File: src/pdog_pkg.sv
// ----------------------------------------------------------------------------
// pdog_pkg
// Shared types and constants for the pulse direction overcurrent guard.
// ----------------------------------------------------------------------------
package pdog_pkg;

  // Configuration port widths
  localparam int unsigned CfgIdxW  = 3;
  localparam int unsigned CfgDataW = 19;

  // Field widths
  localparam int unsigned TimeW  = 32;
  localparam int unsigned PulseW = 16;
  localparam int unsigned CurW   = 20;
  localparam int unsigned LimW   = 19;
  localparam int unsigned DelayW = 16;

  // Register indexes
  typedef enum logic [CfgIdxW-1:0] {
    REG_PULSE_MIN = 3'd0,
    REG_PULSE_MAX = 3'd1,
    REG_DZ_LOW    = 3'd2,
    REG_DZ_HIGH   = 3'd3,
    REG_CUR_LIMIT = 3'd4,
    REG_START_DLY = 3'd5
  } reg_idx_e;

  // Reset values of the registers
  localparam logic [PulseW-1:0] PulseMinRst = 16'd900;
  localparam logic [PulseW-1:0] PulseMaxRst = 16'd2100;
  localparam logic [PulseW-1:0] DzLowRst    = 16'd1400;
  localparam logic [PulseW-1:0] DzHighRst   = 16'd1600;
  localparam logic [LimW-1:0]   CurLimRst   = 19'd10000;
  localparam logic [DelayW-1:0] StartDlyRst = 16'd500;

  // Direction codes, two's complement
  typedef enum logic [1:0] {
    DIR_STOP = 2'b00,
    DIR_FWD  = 2'b01,
    DIR_REV  = 2'b11
  } dir_e;

  // Configuration register set
  typedef struct packed {
    logic [PulseW-1:0] pulse_min;
    logic [PulseW-1:0] pulse_max;
    logic [PulseW-1:0] dz_low;
    logic [PulseW-1:0] dz_high;
    logic [LimW-1:0]   cur_limit;
    logic [DelayW-1:0] start_dly;
  } cfg_t;

  // One input beat
  typedef struct packed {
    logic [TimeW-1:0]  now_ms;
    logic              sensor_ready;
    logic              motor_running;
    logic [CurW-1:0]   current;
    logic              pulse_valid;
    logic [PulseW-1:0] pulse_width;
  } item_t;

  // One result beat
  typedef struct packed {
    dir_e direction;
    logic changed;
    logic stop_req;
    logic tripped;
    logic prot_active;
    logic blanking;
  } res_t;

endpackage

File: src/pdog_cfg.sv
// ----------------------------------------------------------------------------
// pdog_cfg
// Configuration register file; writes to unknown indexes are dropped.
// ----------------------------------------------------------------------------
module pdog_cfg (
  input  logic                           clk_i,
  input  logic                           rst_ni,
  input  logic                           wr_en_i,
  input  logic [pdog_pkg::CfgIdxW-1:0]   wr_idx_i,
  input  logic [pdog_pkg::CfgDataW-1:0]  wr_data_i,
  output pdog_pkg::cfg_t                 cfg_o
);

  pdog_pkg::cfg_t cfg_q, cfg_d;

  // Decode the write beat
  always_comb begin
    cfg_d = cfg_q;
    if (wr_en_i) begin
      case (wr_idx_i)
        pdog_pkg::REG_PULSE_MIN: cfg_d.pulse_min = wr_data_i[pdog_pkg::PulseW-1:0];
        pdog_pkg::REG_PULSE_MAX: cfg_d.pulse_max = wr_data_i[pdog_pkg::PulseW-1:0];
        pdog_pkg::REG_DZ_LOW:    cfg_d.dz_low    = wr_data_i[pdog_pkg::PulseW-1:0];
        pdog_pkg::REG_DZ_HIGH:   cfg_d.dz_high   = wr_data_i[pdog_pkg::PulseW-1:0];
        pdog_pkg::REG_CUR_LIMIT: cfg_d.cur_limit = wr_data_i[pdog_pkg::LimW-1:0];
        pdog_pkg::REG_START_DLY: cfg_d.start_dly = wr_data_i[pdog_pkg::DelayW-1:0];
        default: ;
      endcase
    end
  end

  always_ff @(posedge clk_i or negedge rst_ni) begin
    if (!rst_ni) begin
      cfg_q.pulse_min <= pdog_pkg::PulseMinRst;
      cfg_q.pulse_max <= pdog_pkg::PulseMaxRst;
      cfg_q.dz_low    <= pdog_pkg::DzLowRst;
      cfg_q.dz_high   <= pdog_pkg::DzHighRst;
      cfg_q.cur_limit <= pdog_pkg::CurLimRst;
      cfg_q.start_dly <= pdog_pkg::StartDlyRst;
    end else begin
      cfg_q <= cfg_d;
    end
  end

  assign cfg_o = cfg_q;

endmodule

File: src/pdog_guard.sv
// ----------------------------------------------------------------------------
// pdog_guard
// Per-tick guard and pulse decode with the persistent control state.
// ----------------------------------------------------------------------------
module pdog_guard (
  input  logic            clk_i,
  input  logic            rst_ni,
  input  logic            step_i,
  input  pdog_pkg::cfg_t  cfg_i,
  input  pdog_pkg::item_t item_i,
  output pdog_pkg::res_t  res_o
);

  // Persistent state
  pdog_pkg::dir_e              cmd_dir_q, cmd_dir_d;
  pdog_pkg::dir_e              trip_dir_q, trip_dir_d;
  logic                        latch_q, latch_d;
  logic [pdog_pkg::TimeW-1:0]  stamp_q, stamp_d;
  logic                        was_run_q, was_run_d;
  logic                        blank_q, blank_d;

  // Intermediate terms
  logic [pdog_pkg::TimeW-1:0]  elapsed;
  logic                        blank_st;
  logic                        over;
  logic                        latch_g;
  logic                        in_win;
  pdog_pkg::dir_e              want;
  logic                        opposite;
  logic                        latch_p;

  // Overcurrent guard
  always_comb begin
    stamp_d    = stamp_q;
    was_run_d  = was_run_q;
    blank_st   = blank_q;
    blank_d    = blank_q;
    over       = 1'b0;
    elapsed    = '0;
    if (item_i.sensor_ready) begin
      if (item_i.motor_running) begin
        if (!was_run_q) begin
          stamp_d   = item_i.now_ms;
          was_run_d = 1'b1;
          blank_st  = 1'b1;
        end
        elapsed = item_i.now_ms - stamp_d;
        blank_d = blank_st &&
                  (elapsed < {{(pdog_pkg::TimeW-pdog_pkg::DelayW){1'b0}}, cfg_i.start_dly});
        over    = !blank_d &&
                  ($signed(item_i.current) >= $signed({1'b0, cfg_i.cur_limit}));
      end else begin
        was_run_d = 1'b0;
        blank_d   = 1'b0;
      end
    end
    latch_g    = latch_q || over;
    trip_dir_d = (over && !latch_q) ? cmd_dir_q : trip_dir_q;
  end

  // Pulse decode and latch release
  always_comb begin
    in_win = (item_i.pulse_width >= cfg_i.pulse_min) &&
             (item_i.pulse_width <= cfg_i.pulse_max);
    want = pdog_pkg::DIR_STOP;
    if (in_win) begin
      if (item_i.pulse_width < cfg_i.dz_low) begin
        want = pdog_pkg::DIR_REV;
      end else if (item_i.pulse_width > cfg_i.dz_high) begin
        want = pdog_pkg::DIR_FWD;
      end
    end
    opposite = ((trip_dir_d == pdog_pkg::DIR_FWD) && (want == pdog_pkg::DIR_REV)) ||
               ((trip_dir_d == pdog_pkg::DIR_REV) && (want == pdog_pkg::DIR_FWD));
    latch_p   = latch_g && !(item_i.pulse_valid && in_win && opposite);
    latch_d   = latch_p;
    cmd_dir_d = cmd_dir_q;
    if (item_i.pulse_valid) begin
      cmd_dir_d = latch_p ? pdog_pkg::DIR_STOP : want;
    end
  end

  // Result of this tick
  always_comb begin
    res_o.direction   = cmd_dir_d;
    res_o.changed     = (cmd_dir_d != cmd_dir_q);
    res_o.stop_req    = over;
    res_o.tripped     = over && !latch_q;
    res_o.prot_active = latch_d;
    res_o.blanking    = blank_d;
  end

  // State update once per tick
  always_ff @(posedge clk_i or negedge rst_ni) begin
    if (!rst_ni) begin
      cmd_dir_q  <= pdog_pkg::DIR_STOP;
      trip_dir_q <= pdog_pkg::DIR_STOP;
      latch_q    <= 1'b0;
      stamp_q    <= '0;
      was_run_q  <= 1'b0;
      blank_q    <= 1'b0;
    end else if (step_i) begin
      cmd_dir_q  <= cmd_dir_d;
      trip_dir_q <= trip_dir_d;
      latch_q    <= latch_d;
      stamp_q    <= stamp_d;
      was_run_q  <= was_run_d;
      blank_q    <= blank_d;
    end
  end

endmodule

File: src/pulse_direction_overcurrent_guard.sv
// ----------------------------------------------------------------------------
// pulse_direction_overcurrent_guard
// RC pulse to direction command with a latched overcurrent trip.
// ----------------------------------------------------------------------------
// Usage:
//   One input beat is one control tick (time, sensor and motor flags,
//   current, optional pulse width). Every input beat gives exactly one
//   result beat (direction, change flag, stop request, trip flags, blanking).
//   Input and output use valid/ready; the config port is a separate
//   valid/ready write channel (index, data) that is always ready and must be
//   written only while no tick is in flight.
//   An accepted beat is registered in the input register, evaluated from
//   there and registered in the result register, which drives the outputs.
//   Throughput: one beat per cycle while the receiver keeps up; the tick
//   evaluation is a single pass of compares from the input register into
//   the result register. When the receiver stalls, the result register
//   holds and the input register takes one more beat; after that
//   in_ready_o drops until the result is taken.
//   Reset clears the command to stop, the trip latch and the blanking state,
//   and loads the register defaults; no clearing pass is needed.
// ----------------------------------------------------------------------------
module pulse_direction_overcurrent_guard (
  input  logic                                clk_i,
  input  logic                                rst_ni,
  // configuration write channel
  input  logic                                cfg_valid_i,
  output logic                                cfg_ready_o,
  input  logic [pdog_pkg::CfgIdxW-1:0]        cfg_index_i,
  input  logic [pdog_pkg::CfgDataW-1:0]       cfg_data_i,
  // input channel
  input  logic                                in_valid_i,
  output logic                                in_ready_o,
  input  logic [pdog_pkg::TimeW-1:0]          now_ms_i,
  input  logic                                sensor_ready_i,
  input  logic                                motor_running_i,
  input  logic signed [pdog_pkg::CurW-1:0]    current_tenth_ma_i,
  input  logic                                pulse_valid_i,
  input  logic [pdog_pkg::PulseW-1:0]         pulse_width_us_i,
  // output channel
  output logic                                out_valid_o,
  input  logic                                out_ready_i,
  output logic signed [1:0]                   direction_o,
  output logic                                direction_changed_o,
  output logic                                stop_request_o,
  output logic                                protection_tripped_o,
  output logic                                protection_active_o,
  output logic                                startup_blanking_o
);

  pdog_pkg::cfg_t  cfg;
  pdog_pkg::item_t item_q;
  logic            item_vld_q;
  pdog_pkg::res_t  res_d, res_q;
  logic            res_vld_q;
  logic            adv;
  logic            in_acc;

  // Config registers
  assign cfg_ready_o = 1'b1;

  pdog_cfg u_cfg (
    .clk_i     (clk_i),
    .rst_ni    (rst_ni),
    .wr_en_i   (cfg_valid_i),
    .wr_idx_i  (cfg_index_i),
    .wr_data_i (cfg_data_i),
    .cfg_o     (cfg)
  );

  // Pipeline control
  assign adv        = item_vld_q && (!res_vld_q || out_ready_i);
  assign in_ready_o = !item_vld_q || adv;
  assign in_acc     = in_valid_i && in_ready_o;

  always_ff @(posedge clk_i or negedge rst_ni) begin
    if (!rst_ni) begin
      item_vld_q <= 1'b0;
      res_vld_q  <= 1'b0;
    end else begin
      if (in_ready_o) begin
        item_vld_q <= in_valid_i;
      end
      if (adv) begin
        res_vld_q <= 1'b1;
      end else if (out_ready_i) begin
        res_vld_q <= 1'b0;
      end
    end
  end

  // Input register
  always_ff @(posedge clk_i) begin
    if (in_acc) begin
      item_q.now_ms        <= now_ms_i;
      item_q.sensor_ready  <= sensor_ready_i;
      item_q.motor_running <= motor_running_i;
      item_q.current       <= current_tenth_ma_i;
      item_q.pulse_valid   <= pulse_valid_i;
      item_q.pulse_width   <= pulse_width_us_i;
    end
  end

  // Tick evaluation
  pdog_guard u_guard (
    .clk_i  (clk_i),
    .rst_ni (rst_ni),
    .step_i (adv),
    .cfg_i  (cfg),
    .item_i (item_q),
    .res_o  (res_d)
  );

  // Result register
  always_ff @(posedge clk_i) begin
    if (adv) begin
      res_q <= res_d;
    end
  end

  assign out_valid_o          = res_vld_q;
  assign direction_o          = $signed(res_q.direction);
  assign direction_changed_o  = res_q.changed;
  assign stop_request_o       = res_q.stop_req;
  assign protection_tripped_o = res_q.tripped;
  assign protection_active_o  = res_q.prot_active;
  assign startup_blanking_o   = res_q.blanking;

endmodule

File: config.mk
export PLATFORM = sky130hd
export DESIGN_NAME = pulse_direction_overcurrent_guard
export DESIGN_NICKNAME = d
export VERILOG_FILES = /design/src/pdog_pkg.sv /design/src/pdog_cfg.sv /design/src/pdog_guard.sv /design/src/pulse_direction_overcurrent_guard.sv
export SDC_FILE = /design/constraint.sdc
export NUM_CORES = 1
export LEC_CHECK = 0
export BUFFER_PORTS_ARGS = -buffer_cell sky130_fd_sc_hd__buf_2
export CAP_MARGIN = 10
export CORE_MARGIN = 5
export CORE_UTILIZATION = 40
export DETAILED_ROUTE_END_ITERATION = 7
export PLACE_DENSITY = 0.68
export SLEW_MARGIN = 20
export SYNTH_ARGS = -nofsm -noshare
export SYNTH_HDL_FRONTEND = slang
export SYNTH_SLANG_ARGS = --single-unit
File: constraint.sdc
create_clock -name clk_i -period 7.9 [get_ports clk_i]
set_input_delay 1.185 -clock clk_i [delete_from_list [all_inputs] [get_ports clk_i]]
set_output_delay 1.185 -clock clk_i [all_outputs]
set_load 0.01 [all_outputs]
==> flow_summary_export.csv <==
group,metric,value,unit
drt,first_iter_violations,473,
cells_and_area,final_util,46.4,%
clocking,postCtsHoldBufs,0,
clocking,clk-insertion-delay-late,540,ps
floorplanning,die-area,34500,µm²
drt,ant_nets,0,
critical_path,rr_worst_depth,23,
clocking,postCtsSetupBuffers,0,
min_path,min_to,"u_guard.stamp_q[17]",
grt,grtUsageMet2,26.8,%
critical_path,crit_path_end_kind,"register",
clocking,clock-sinks,218,
critical_path,r2r_slack,1370,ps
clocking,cts.clk_slew.worst_paths,60,ps
timing,post-route-min-period,6530,ps
clocking,cts_root_buffer,"clkbuf_16",
cells_and_area,syn2layout_area_growth,14.5,%
synth,synth_area,12400,µm²
grt,grt_pass1_vias,8900,
floorplanning,die_w,186,µm
timing,rsz0062_at_grt,"false",
clocking,htree_levels,1,
synth,ys_types,74,
timing,finalCritPeriodShare,82.6,%
synth,synth-seq-area-share,47.6,%
placement,gp_congestion,0.922,
synth,yosys_warnings,0,
clocking,cts_resized,0,
drt,dr.pass1.iters,5,
timing,worstMarginPinSlew,1110,ps
synth,synth_edf_count,78,
cells_and_area,drive_gt1_share,19.7,%
clocking,cts_max_path_buffers,3,
grt,antenna_found_initial,0,
critical_path,crit_path_start_kind,"register",
timing,clock.fmax,153,MHz
placement,port_buffers,106,
min_path,hold_path_depth,2,
timing,holdWs,479,ps
floorplanning,pin_count,108,
power,p_leak,6.29,nW
critical_path,required,8190,ps
synth,synth_top_area_share,22.7,%
timing,fin_skew,16.9,ps
critical_path,rr_startpoint,"u_guard.was_run_q",
drt,drcViolationCount,0,
synth,yosys.area.top_type,"dfrtp_1",
critical_path,worstSetupStartpoint,"u_guard.was_run_q",
synth,syn_avg_cell_area,10.6,µm²
cells_and_area,fin_nets,1499,
grt,overflow,0,
grt,global_route.usage.met1,22.7,%
synth,ys_seq_elements,218,
grt,grt_usage,16.3,%
min_path,hold_start,"u_guard.stamp_q[17]",
clocking,cts_tree,"done",
grt,top_usage_layer,"met2",
power,vdd_ir_drop_max,0.000168,V
cells_and_area,final_cell_mix,"139 x nand2_1, 130 x ha_1, 122 x o21ai_0",
drt,viasPerCell,5.29,
critical_path,path_class,"reg -> reg",
placement,dpl.hpwl,20.4,mm
critical_path,path_max_fanout,17,
synth,synth_fp_nets,1394,
flow_run,maxCapViolations,0,
drt,wire_per_inst,16.7,µm
floorplanning,core,30500,µm²
timing,slew_headroom,25.8,%
grt,grt_pass1_wl,45.7,mm
cells_and_area,diodes,0,
drt,drt-total-wl,28.2,mm
drt,vias,8913,
grt,grt_max_degree,72,
synth,synth_flop_cell,"dfrtp_1",
timing,setup_viol,0,
min_path,hold_path_class,"reg -> reg",
power,powerDensity,273,nW/µm²
grt,grtUsageMet3,2.17,%
status,outcome,"finished clean",
synth,synthArstFlopShare,64.2,%
timing,finalHoldViolations,0,
critical_path,crit_arrival,6820,ps
floorplanning,num_rows,64,
power,total_power,0.00387,W
clocking,cts_buffers,25,
synth,synth_top_cells_by_area,"dfrtp_1 23%, edfxtp_1 19%, ha_1 13%, dfstp_2 6.0%, o21ai_0 4.9%",
timing,timing.final.max_slew_violations,0,
synth,syn_inst,1165,
timing,tns,0,ps
floorplanning,die_h,186,µm
critical_path,r2r_end,"direction_o[0]",
floorplanning,start_util,40.5,%
cells_and_area,mostFrequentLayoutCell,"nand2_1",
[critical path, stage by stage, from the launching register on]
cell	delay, ps
dfrtp_2	680
o21ai_0	210
ha_1	250
fa_1	400
nand2b_1	190
a21oi_2	240
nor2_1	80
a211oi_1	270
a31oi_1	160
xnor2_1	160
ha_1	180
a21oi_1	140
nor2b_1	60
o21ai_0	130
o21ai_0	90
a211o_1	230
or4_1	490
or4_1	490
or4_4	540
o211ai_4	240
mux2i_1	340
mux2i_4	320
o21bai_1	110
mux2_2	270
[flip-flops by register name, summed over array words and instances, names as in the netlist]
name,flops
u_cfg.cfg_o,99
item_q,71
u_guard.stamp_q,32
direction_o,2
u_guard.cmd_dir_q,2
u_guard.trip_dir_q,2
direction_changed_o,1
item_vld_q,1
out_valid_o,1
protection_active_o,1
protection_tripped_o,1
startup_blanking_o,1
stop_request_o,1
u_guard.blank_q,1
u_guard.latch_q,1
u_guard.was_run_q,1
[layer usage]
layer	routed length, µm	vias up
met5	0	-
li1	-	4389
met1	13200	4253
met3	1210	51
met4	739	0
met2	13100	220
[metrics by stage]
step                worst slack (ps)  cell area (µm²)  cells
floorplan                       1520            12400   1165
global placement                1500            13300   1639
detailed placement              1400            13300   1639
CTS                             1370            14100   1685
global route                    1010            14100   1685
finish                          1370            14100   1685
[worst max-delay path by stage]
| stage | endpoint | slack [ps] | cells after the start |
|---|---|---|---|
| 2_1_floorplan | direction_o[0] | 1520 | 22 |
| 5_1_grt | direction_o[0] | 1010 | 23 |
| 3_3_place_gp | direction_o[0] | 1500 | 23 |
| 4_1_cts | direction_o[0] | 1370 | 23 |
| 3_5_place_dp | direction_o[0] | 1400 | 23 |
| 6_report | direction_o[0] | 1370 | 23 |
[power breakdown]
| group | switching (W) | internal (W) | total, W |
|---|---|---|---|
| Sequential | 0.000105 | 0.00140 | 0.00151 |
| Combinational | 0.000693 | 0.000515 | 0.00121 |
| Clock | 0.000477 | 0.000677 | 0.00115 |
| Total | 0.00128 | 0.00259 | 0.00387 |
[logic make-up after synthesis]
kind of cell    share of synthesized area (%)
compound gates                           14.9
simple gates                             11.2
flops                                    47.6
buf+inv                                  4.44
fa+ha+maj                                13.3
mux                                      6.87
xor+xnor                                 1.56
other cells                            0.0304
[layout make-up]
type / instances / area (µm²)
fill: 2848 / 16400
multi-input combinational: 807 / 5950
sequential: 218 / 5880
clock buffer: 34 / 721
timing repair buffer: 113 / 589
tap: 396 / 495
inverter: 105 / 394
clock inverter: 12 / 111
[cells in the mapped netlist (9+ instances only)]
library cell and n:
nand2_1 139, xnor2_1 9, xor2_1 13, mux2i_1 33, clkbuf_1 26, a21oi_1 53
nand4_1 25, a21o_1 27, o21a_1 14, edfxtp_1 78, nand2b_1 12, dfstp_2 28
ha_1 130, nor3_1 12, mux2_2 44, nand3_1 16, nor2_1 35, o21ai_0 122
inv_1 105, dfrtp_1 112
(Power assumes the default switching activity.)
